--- config.mk ---
export PLATFORM = sky130hd
export DESIGN_NAME = route_segment_densifier
export DESIGN_NICKNAME = d
export VERILOG_FILES = /design/src/rsd_pkg.sv /design/src/rsd_mul.sv /design/src/rsd_div.sv /design/src/rsd_sqrt.sv /design/src/route_segment_densifier.sv
export SDC_FILE = /design/constraint.sdc
export NUM_CORES = 2
export LEC_CHECK = 0
export BUFFER_PORTS_ARGS = -buffer_cell sky130_fd_sc_hd__clkbuf_2
export CORE_MARGIN = 10
export CORE_UTILIZATION = 30
export DETAILED_ROUTE_END_ITERATION = 10
export PLACE_DENSITY_LB_ADDON = 0.2
export SLEW_MARGIN = 20
export SYNTH_ARGS = -nofsm -noshare
export SYNTH_HDL_FRONTEND = slang
export SYNTH_SLANG_ARGS = --single-unit
--- constraint.sdc ---
create_clock -name clk -period 16.65 [get_ports clk]
set_input_delay 2.4975 -clock clk [delete_from_list [all_inputs] [get_ports clk]]
set_output_delay 2.4975 -clock clk [all_outputs]
set_load 0.1 [all_outputs]
--- src/rsd_pkg.sv ---
// shared constants, types and helpers of the route segment densifier
package rsd_pkg;

  localparam int ROUTE_DEPTH = 1024;
  localparam int MAX_STEPS   = 64;

  localparam int COORD_W = 32;
  localparam int MAG_W   = COORD_W + 1;
  localparam int PROD_W  = 2 * MAG_W;
  localparam int CNT_W   = $clog2(ROUTE_DEPTH + 1);
  localparam int IDX_W   = 10;
  localparam int STEP_W  = $clog2(MAX_STEPS + 1);
  localparam int DIVD_W  = MAG_W + STEP_W;
  localparam int ROOT_W  = PROD_W / 2;
  localparam int CFG_W   = 31;
  localparam int CAP_W   = 11;

  typedef enum logic [1:0] {
    ACT_APPEND  = 2'd0,
    ACT_REPLACE = 2'd1,
    ACT_DROP    = 2'd2
  } action_t;

  typedef enum logic [1:0] {
    REG_MERGE_RADIUS = 2'd0,
    REG_STEP_LIMIT   = 2'd1,
    REG_CAPACITY     = 2'd2
  } cfg_reg_t;

  // magnitude of a signed difference
  function automatic logic [MAG_W-1:0] mag(input logic signed [MAG_W-1:0] v);
    mag = v[MAG_W-1] ? MAG_W'(-v) : MAG_W'(v);
  endfunction

endpackage

--- src/rsd_mul.sv ---
// shared unsigned multiplier with registered product
module rsd_mul (
  input  logic                        clk,
  input  logic [rsd_pkg::MAG_W-1:0]   a,
  input  logic [rsd_pkg::MAG_W-1:0]   b,
  output logic [rsd_pkg::PROD_W-1:0]  p
);
  import rsd_pkg::*;

  // one product per cycle, result available in the next cycle
  always_ff @(posedge clk) begin
    p <= PROD_W'(a) * PROD_W'(b);
  end

endmodule

--- src/rsd_div.sv ---
// restoring divider, one quotient bit per cycle
module rsd_div (
  input  logic                        clk,
  input  logic                        rst,
  input  logic                        start,
  input  logic [rsd_pkg::DIVD_W-1:0]  dividend,
  input  logic [rsd_pkg::STEP_W-1:0]  divisor,
  output logic                        done,
  output logic [rsd_pkg::DIVD_W-1:0]  quotient
);
  import rsd_pkg::*;

  localparam int CW = $clog2(DIVD_W);

  logic              busy;
  logic [CW-1:0]     cnt;
  logic [STEP_W-1:0] rem;
  logic [STEP_W-1:0] dv;
  logic [STEP_W:0]   rem_sh;

  assign rem_sh = {rem, quotient[DIVD_W-1]};

  // shift in one dividend bit, subtract when it fits
  always_ff @(posedge clk) begin
    if (rst) begin
      busy <= 1'b0;
      done <= 1'b0;
    end else begin
      done <= 1'b0;
      if (start) begin
        busy     <= 1'b1;
        quotient <= dividend;
        rem      <= '0;
        dv       <= divisor;
        cnt      <= CW'(DIVD_W - 1);
      end else if (busy) begin
        if (rem_sh >= {1'b0, dv}) begin
          rem      <= STEP_W'(rem_sh - {1'b0, dv});
          quotient <= {quotient[DIVD_W-2:0], 1'b1};
        end else begin
          rem      <= rem_sh[STEP_W-1:0];
          quotient <= {quotient[DIVD_W-2:0], 1'b0};
        end
        if (cnt == '0) begin
          busy <= 1'b0;
          done <= 1'b1;
        end else begin
          cnt <= cnt - 1'b1;
        end
      end
    end
  end

endmodule

--- src/rsd_sqrt.sv ---
// bit-serial integer square root, two radicand bits per cycle
module rsd_sqrt (
  input  logic                        clk,
  input  logic                        rst,
  input  logic                        start,
  input  logic [rsd_pkg::PROD_W-1:0]  radicand,
  output logic                        done,
  output logic [rsd_pkg::ROOT_W-1:0]  root,
  output logic                        rem_nz
);
  import rsd_pkg::*;

  localparam int CW  = $clog2(ROOT_W);
  localparam int RW  = ROOT_W + 3;

  logic              busy;
  logic [CW-1:0]     cnt;
  logic [PROD_W-1:0] rad;
  logic [RW-1:0]     rem;
  logic [RW-1:0]     rem_sh;
  logic [RW-1:0]     trial;

  assign rem_sh = {rem[RW-3:0], rad[PROD_W-1 -: 2]};
  assign trial  = RW'({root, 2'b01});
  assign rem_nz = (rem != '0);

  // one root bit per cycle
  always_ff @(posedge clk) begin
    if (rst) begin
      busy <= 1'b0;
      done <= 1'b0;
    end else begin
      done <= 1'b0;
      if (start) begin
        busy <= 1'b1;
        rad  <= radicand;
        rem  <= '0;
        root <= '0;
        cnt  <= CW'(ROOT_W - 1);
      end else if (busy) begin
        rad <= {rad[PROD_W-3:0], 2'b00};
        if (rem_sh >= trial) begin
          rem  <= rem_sh - trial;
          root <= {root[ROOT_W-2:0], 1'b1};
        end else begin
          rem  <= rem_sh;
          root <= {root[ROOT_W-2:0], 1'b0};
        end
        if (cnt == '0) begin
          busy <= 1'b0;
          done <= 1'b1;
        end else begin
          cnt <= cnt - 1'b1;
        end
      end
    end
  end

endmodule

--- src/route_segment_densifier.sv ---
// top level: sequencer of the route segment densifier
//
// Input items arrive on the s_axis channel: tuser selects a single point (0)
// or a segment (1), tdata carries from_x, from_y, to_x, to_y. Each point
// offered to the route yields one result item on m_axis: tdata holds the
// route index and the point, tuser the action, tlast marks the final result
// of an input item. A segment item while step_limit is zero yields nothing.
// Registers are written through cfg_valid/cfg_index/cfg_data, always ready.
// One input item is taken at a time; s_axis_tready is high only when idle.
// A point skips the distance check when the route is empty or full. A
// segment finds its length with the multiplier and a 33-step square root,
// then searches for its step count; each step point is set by two passes
// of the 40-step divider and the shared multiplier.
// A result waits in the output register while m_axis_tready is low and the
// sequencer holds until it is taken; the next input may be accepted while
// the final result is still waiting. Reset empties the route, drops any
// pending result and restores the register defaults.
module route_segment_densifier (
  input  logic         clk,
  input  logic         rst,
  input  logic         s_axis_tvalid,
  output logic         s_axis_tready,
  input  logic [127:0] s_axis_tdata,  // from_x, from_y, to_x, to_y
  input  logic [0:0]   s_axis_tuser,  // operation
  output logic         m_axis_tvalid,
  input  logic         m_axis_tready,
  output logic [79:0]  m_axis_tdata,  // route_index, point_x, point_y, zero pad
  output logic [1:0]   m_axis_tuser,  // action
  output logic         m_axis_tlast,  // last_in_run
  input  logic         cfg_valid,
  output logic         cfg_ready,
  input  logic [1:0]   cfg_index,
  input  logic [30:0]  cfg_data
);
  import rsd_pkg::*;

  typedef enum logic [17:0] {
    S_IDLE   = 18'h00001,
    S_SQX    = 18'h00002,
    S_SQY    = 18'h00004,
    S_SUM    = 18'h00008,
    S_SQRT   = 18'h00010,
    S_STEPS  = 18'h00020,
    S_XMUL   = 18'h00040,
    S_XDIVGO = 18'h00080,
    S_XDIV   = 18'h00100,
    S_YMUL   = 18'h00200,
    S_YDIVGO = 18'h00400,
    S_YDIV   = 18'h00800,
    S_OFFER  = 18'h01000,
    S_DSQX   = 18'h02000,
    S_DSQY   = 18'h04000,
    S_DSQM   = 18'h08000,
    S_DCMP   = 18'h10000,
    S_EMIT   = 18'h20000
  } state_t;

  localparam int T_W = CFG_W + STEP_W;

  state_t state;

  logic [CFG_W-1:0] merge_radius;
  logic [CFG_W-1:0] step_limit;
  logic [CAP_W-1:0] capacity;

  logic [CNT_W-1:0]          count;
  logic signed [COORD_W-1:0] last_x, last_y;

  logic                      op_seg;
  logic signed [COORD_W-1:0] fx, fy, px, py;
  logic signed [MAG_W-1:0]   dxs, dys;
  logic [PROD_W-1:0]         acc;
  logic [ROOT_W:0]           rootc;
  logic [T_W-1:0]            t;
  logic [STEP_W-1:0]         s, steps, i;
  action_t                   act;
  logic [IDX_W-1:0]          idx;

  logic [MAG_W-1:0]  mul_a, mul_b;
  logic [PROD_W-1:0] mul_p;
  logic              div_start, div_done;
  logic [DIVD_W-1:0] quo;
  logic              sqrt_done, sqrt_nz;
  logic [ROOT_W-1:0] root;

  logic signed [MAG_W-1:0]   ddx, ddy;
  logic signed [MAG_W:0]     qs;
  logic [CNT_W-1:0]          limit;
  logic                      slot_free;
  logic                      in_acc;
  logic                      last_res;

  assign cfg_ready     = 1'b1;
  assign s_axis_tready = (state == S_IDLE);
  assign in_acc        = s_axis_tvalid && s_axis_tready;
  assign slot_free     = !m_axis_tvalid || m_axis_tready;
  assign last_res      = !op_seg || (i == steps);

  assign ddx   = MAG_W'(last_x) - MAG_W'(px);
  assign ddy   = MAG_W'(last_y) - MAG_W'(py);
  assign limit = (capacity < CNT_W'(ROUTE_DEPTH)) ? capacity : CNT_W'(ROUTE_DEPTH);

  // signed quotient of the divider for the current axis
  always_comb begin
    if ((state == S_XDIV && dxs[MAG_W-1]) || (state == S_YDIV && dys[MAG_W-1])) begin
      qs = -$signed({1'b0, quo[MAG_W-1:0]});
    end else begin
      qs = $signed({1'b0, quo[MAG_W-1:0]});
    end
  end

  // multiplier operand select
  always_comb begin
    mul_a = '0;
    mul_b = '0;
    unique case (state)
      S_SQX:   begin mul_a = mag(dxs); mul_b = mag(dxs); end
      S_SQY:   begin mul_a = mag(dys); mul_b = mag(dys); end
      S_XMUL:  begin mul_a = mag(dxs); mul_b = MAG_W'(i); end
      S_YMUL:  begin mul_a = mag(dys); mul_b = MAG_W'(i); end
      S_DSQX:  begin mul_a = mag(ddx); mul_b = mag(ddx); end
      S_DSQY:  begin mul_a = mag(ddy); mul_b = mag(ddy); end
      S_DSQM:  begin mul_a = MAG_W'(merge_radius); mul_b = MAG_W'(merge_radius); end
      default: begin mul_a = '0; mul_b = '0; end
    endcase
  end

  assign div_start = (state == S_XDIVGO) || (state == S_YDIVGO);

  rsd_mul u_mul (
    .clk (clk),
    .a   (mul_a),
    .b   (mul_b),
    .p   (mul_p)
  );

  rsd_div u_div (
    .clk      (clk),
    .rst      (rst),
    .start    (div_start),
    .dividend (mul_p[DIVD_W-1:0]),
    .divisor  (steps),
    .done     (div_done),
    .quotient (quo)
  );

  rsd_sqrt u_sqrt (
    .clk      (clk),
    .rst      (rst),
    .start    (state == S_SUM),
    .radicand (acc + mul_p),
    .done     (sqrt_done),
    .root     (root),
    .rem_nz   (sqrt_nz)
  );

  // configuration registers
  always_ff @(posedge clk) begin
    if (rst) begin
      merge_radius <= '0;
      step_limit   <= CFG_W'(65536);
      capacity     <= CAP_W'(ROUTE_DEPTH);
    end else if (cfg_valid) begin
      case (cfg_index)
        REG_MERGE_RADIUS: merge_radius <= cfg_data;
        REG_STEP_LIMIT:   step_limit   <= cfg_data;
        REG_CAPACITY:     capacity     <= cfg_data[CAP_W-1:0];
        default:          ;
      endcase
    end
  end

  // sequencer
  always_ff @(posedge clk) begin
    if (rst) begin
      state         <= S_IDLE;
      count         <= '0;
      last_x        <= '0;
      last_y        <= '0;
      m_axis_tvalid <= 1'b0;
    end else begin
      // result register: load on emit, clear once taken
      if (state == S_EMIT && slot_free) begin
        m_axis_tvalid <= 1'b1;
      end else if (m_axis_tready) begin
        m_axis_tvalid <= 1'b0;
      end
      unique case (state)
        S_IDLE: begin
          if (in_acc) begin
            fx  <= s_axis_tdata[31:0];
            fy  <= s_axis_tdata[63:32];
            px  <= s_axis_tdata[95:64];
            py  <= s_axis_tdata[127:96];
            dxs <= MAG_W'($signed(s_axis_tdata[95:64])) - MAG_W'($signed(s_axis_tdata[31:0]));
            dys <= MAG_W'($signed(s_axis_tdata[127:96])) - MAG_W'($signed(s_axis_tdata[63:32]));
            op_seg <= s_axis_tuser[0];
            if (!s_axis_tuser[0]) state <= S_OFFER;
            else if (step_limit != '0) state <= S_SQX;
          end
        end
        S_SQX: state <= S_SQY;
        S_SQY: begin
          acc   <= mul_p;
          state <= S_SUM;
        end
        S_SUM: state <= S_SQRT;
        S_SQRT: begin
          if (sqrt_done) begin
            rootc <= {1'b0, root} + (ROOT_W+1)'(sqrt_nz);
            t     <= T_W'(step_limit);
            s     <= STEP_W'(1);
            state <= S_STEPS;
          end
        end
        // least step count whose total length covers the segment, capped at MAX_STEPS
        S_STEPS: begin
          if (s == STEP_W'(MAX_STEPS) || t >= T_W'(rootc)) begin
            steps <= s;
            i     <= STEP_W'(1);
            state <= S_XMUL;
          end else begin
            t <= t + T_W'(step_limit);
            s <= s + 1'b1;
          end
        end
        S_XMUL:   state <= S_XDIVGO;
        S_XDIVGO: state <= S_XDIV;
        S_XDIV: begin
          if (div_done) begin
            px    <= COORD_W'((MAG_W+1)'(fx) + qs);
            state <= S_YMUL;
          end
        end
        S_YMUL:   state <= S_YDIVGO;
        S_YDIVGO: state <= S_YDIV;
        S_YDIV: begin
          if (div_done) begin
            py    <= COORD_W'((MAG_W+1)'(fy) + qs);
            state <= S_OFFER;
          end
        end
        // add rule: drop if full, else first point appends, else near one replaces
        S_OFFER: begin
          if (count >= limit) begin
            act   <= ACT_DROP;
            idx   <= (count > CNT_W'(1023)) ? IDX_W'(1023) : count[IDX_W-1:0];
            state <= S_EMIT;
          end else if (count == '0) begin
            act   <= ACT_APPEND;
            idx   <= '0;
            state <= S_EMIT;
          end else begin
            state <= S_DSQX;
          end
        end
        S_DSQX: state <= S_DSQY;
        S_DSQY: begin
          acc   <= mul_p;
          state <= S_DSQM;
        end
        S_DSQM: begin
          acc   <= acc + mul_p;
          state <= S_DCMP;
        end
        S_DCMP: begin
          if (acc < mul_p) begin
            act <= ACT_REPLACE;
            idx <= IDX_W'(count - 1'b1);
          end else begin
            act <= ACT_APPEND;
            idx <= count[IDX_W-1:0];
          end
          state <= S_EMIT;
        end
        // load the result and commit the route update
        S_EMIT: begin
          if (slot_free) begin
            m_axis_tdata  <= {6'd0, py, px, idx};
            m_axis_tuser  <= act;
            m_axis_tlast  <= last_res;
            if (act != ACT_DROP) begin
              last_x <= px;
              last_y <= py;
            end
            if (act == ACT_APPEND) count <= count + 1'b1;
            if (last_res) begin
              state <= S_IDLE;
            end else begin
              i     <= i + 1'b1;
              state <= S_XMUL;
            end
          end
        end
        default: state <= S_IDLE;
      endcase
    end
  end

  // route never grows past its depth
  a_count_bound: assert property (@(posedge clk) disable iff (rst)
    count <= CNT_W'(ROUTE_DEPTH))
    else $error("route count beyond depth");

  // an appended entry is the newest one in the route
  a_append_idx: assert property (@(posedge clk) disable iff (rst)
    (m_axis_tvalid && m_axis_tuser == ACT_APPEND) |->
      m_axis_tdata[IDX_W-1:0] == IDX_W'(count - 1'b1))
    else $error("append index does not match route count");

  // no action code outside the three kinds
  a_action_code: assert property (@(posedge clk) disable iff (rst)
    m_axis_tvalid |-> (m_axis_tuser == ACT_APPEND || m_axis_tuser == ACT_REPLACE ||
                       m_axis_tuser == ACT_DROP))
    else $error("bad action code");

  // nothing pending right after reset
  a_reset_clear: assert property (@(posedge clk)
    $past(rst) |-> (!m_axis_tvalid && s_axis_tready))
    else $error("result or work left after reset");

endmodule
==> impl_metrics.py <==
metrics = {
    "floorplanning": {
        "fp.dieW_um": 568.7,
        "start_util_pct": 30.13,
        "core_sq_um": 299800,
        "dieArea_sq_um": 323400,
        "pin_count": 253,
        "fp.dieH_um": 568.7,
        "num_rows": 201,
    },
    "synth": {
        "yosysTopAreaCellShare_pct": 21.43,
        "synth-edff-count": 644,
        "yosysTopAreaCell": "fa_1",
        "synthXorXnorAreaFrac_pct": 5.275,
        "ys_warn_count": 0,
        "synthMuxAreaShare_pct": 0.5277,
        "synth_adder_area_share_pct": 31.40,
        "synth_top_flop_cell": "edfxtp_1",
        "synthSimpleGateAreaFrac_pct": 14.93,
        "synth_compound_area_share_pct": 13.00,
        "syn_avg_cell_area_sq_um": 9.038,
        "synth_cells": 9994,
        "synth-seq-cells": 881,
        "async_flop_share_pct": 0,
        "synth_area_leaders": "fa_1, edfxtp_1, ha_1",
        "yosys.cell_types.count": 94,
        "ys_seq_area_share_pct": 26.66,
        "synthesis.area_sq_um": 90330,
        "synth_top_family_by_area": "adder cells",
    },
    "sta": {
        "timing.final.crit_period_ns": 14.36,
        "fmax_mhz": 69.61,
        "tightest_slew_ns": 1.230,
        "skew_ns": 0.08828,
        "finalHoldViolCount": 0,
        "period_share_pct": 86.28,
        "setup_viol": 0,
        "relSlewSlack_pct": 18.03,
        "rsz0062_at_grt": "no",
        "drv_slew": 0,
        "totalNegativeSetupSlack_ns": 0,
    },
    "clock_tree": {
        "path_clk_slew_ns": 0.06,
        "cts-root-buf": "clkbuf_16",
        "cts_hold_buf": 0,
        "post-cts-setup-buffers": 0,
        "cts_buffer_depth": 3,
        "clock_sinks": 881,
        "numCtsBuffers": 104,
        "worstSkewPairLatency_ns": 0.82,
        "cts_max_level": 3,
        "cts_resized": 0,
        "cts_tree": "done",
    },
    "critical_path": {
        "cp_max_fo": 20,
        "cp_common_cell": "fa_1",
        "endpoint_kind": "flop",
        "startpoint_type": "flop",
        "cpMaxStageDelayCell": "o221a_2",
        "required_ns": 17.35,
        "path_class": "reg2reg",
        "critPathMaxStageDelay_ns": 0.88,
        "crit_arrival_ns": 15.07,
    },
    "cells_and_area": {
        "fin_cells": 14180,
        "design_area_sq_um": 100400,
        "areaGrowthSynthToFinish_pct": 11.14,
        "drive_gt1_share_pct": 7.142,
        "fin_nets": 11970,
        "fillCellCount": 30920,
        "regArea_sq_um": 24080,
        "multi_input_area_sq_um": 59530,
    },
    "pwr": {
        "ir_drop_mv": 0.09786,
        "powerDensity_nw_per_um2": 67.60,
        "leakagePower_nw": 44.00,
    },
    "place": {
        "gp_congestion": 0.9588,
        "dpl_cell_area_sq_um": 96600,
        "place_hpwl_um": 267300,
        "portBuffers": 245,
        "dpl.cell_count": 13960,
    },
    "detailed_routing": {
        "wl_um": 341000,
        "drc_errors": 0,
        "detail-route-antenna-nets": 0,
        "drt_iter0_drc": 6202,
        "viasPerCell": 5.152,
        "drt-wirelength-per-cell_um": 24.05,
        "vias": 73050,
        "first_pass_iters": 9,
    },
    "grt": {
        "grt_pass1_wl_um": 502100,
        "grt_overflow_total": 0,
        "grt_max_degree": 131,
        "grt_pass1_vias": 73990,
        "antenna_found_initial": 21,
        "track_usage_pct": 20.60,
    },
    "outcome": {
        "status": "completed",
    },
    "run": {
        "drv_cap": 0,
    },
    "worst_hold_path": {
        "hold_class": "reg2reg",
    },
}
==> cell usage in the layout, fill, tap and decap left out, types with 61 or more instances in the layout <==
master / instances
clkbuf_16: 106
buf_4: 129
ha_1: 720
inv_1: 1540
nand3_1: 125
a21oi_1: 659
dfxtp_1: 237
nor2_1: 809
nand4_1: 61
nor2b_1: 81
o31ai_1: 64
o21ai_0: 434
nand2_1: 1307
xor2_1: 211
nor3_1: 114
and2_1: 115
clkbuf_2: 244
nand2b_1: 87
edfxtp_1: 644
a21o_1: 152
fa_1: 967
xnor2_1: 328
==> layout make-up <==
cell class | instances | area share (%)
inverter | 1549 | 5.791
sequential | 881 | 23.99
tap | 3958 | 4.933
timing repair buffer | 381 | 2.273
antenna | 14 | 0.03490
multi-input combinational | 7199 | 59.30
clock inverter | 58 | 0.7876
clock buffer | 139 | 2.895
==> worst max-delay path, delay by kind of cell, from the launching register on <==
kind | cells | cell delay, ns
adder cells (fa/ha/maj) | 10 | 4.86
flip-flops | 1 | 0.38
AND/OR/NAND/NOR | 5 | 2.11
XOR/XNOR | 2 | 0.32
buffers and inverters | 5 | 0.28
AO/OA/AOI/OAI | 19 | 6.31
==> flip-flops by register name (all words and copies together), names as in the netlist, 33 cells and up <==
| register | count |
|---|---|
| t | 38 |
| m_axis_tdata | 74 |
| u_sqrt.rad | 66 |
| u_sqrt.rem | 36 |
| u_sqrt.root | 33 |
| u_mul.p | 66 |
| rootc | 34 |
| dxs | 33 |
| acc | 66 |
| dys | 33 |
| u_div.quotient | 40 |
==> through the flow <==
step	setup slack [ns]	utilization [%]	power [mW]	hold slack, ns
after floorplan	3.427	-	3.646	0.4003
after global placement	2.585	32.22	4.298	0.4153
after detailed placement	2.521	32.23	4.300	0.4075
after CTS	2.405	33.46	6.823	0.4258
after global routing	1.513	33.48	7.061	0.4383
final	2.285	33.49	6.787	0.4236
==> kinds of logic after synthesis <==
logic type      count (synthesis)
xor+xnor                      544
simple gates                 3018
other cells                     2
buf+inv                      1946
flops                         881
mux                            45
fa+ha+maj                    1687
compound gates               1871
==> worst paths after layout <==
check / from / end / slack, ns / cells past startpoint
max reg2reg: px[2] / u_mul.p[65] / 2.29 / 41
min reg2reg: idx[1] / m_axis_tdata[1] / 0.42 / 0
min: idx[1] / m_axis_tdata[1] / 0.42 / 0
max: px[2] / u_mul.p[65] / 2.29 / 41
==> layer usage <==
layer	vias up	global-route usage [%]	wire length, um
li1	33250	-	-
met1	36800	27.66	149700
met2	2442	32.58	150900
met3	555	3.227	21050
met4	4	9.491	19310
met5	-	0	33
==> cell usage after synthesis (33+ instances only) <==
| cell | n |
|---|---|
| fa_1 | 967 |
| or4_1 | 33 |
| and3_1 | 42 |
| o21a_1 | 60 |
| o221ai_1 | 36 |
| ha_1 | 720 |
| xnor2_1 | 333 |
| o31ai_1 | 64 |
| clkbuf_1 | 336 |
| nor2b_1 | 82 |
| nor2_1 | 817 |
| a31oi_1 | 42 |
| nor4_1 | 57 |
| or3_1 | 51 |
| nand4_1 | 61 |
| a21o_1 | 153 |
| a211oi_1 | 40 |
| o21ai_0 | 438 |
| edfxtp_1 | 644 |
| a21oi_1 | 660 |
| and2_1 | 115 |
| nand2_1 | 1310 |
| xor2_1 | 211 |
| dfxtp_1 | 237 |
| nand3_1 | 128 |
| o21bai_1 | 59 |
| nor3_1 | 116 |
| inv_1 | 1540 |
| nand2b_1 | 87 |
==> report_power, final <==
part / internal (mW) / switching, mW
sequential: 2.50 / 0.121
clock: 1.43 / 1.06
combinational: 0.506 / 1.18
total: 4.43 / 2.35
No activity file was read; power rests on OpenSTA's default activity.
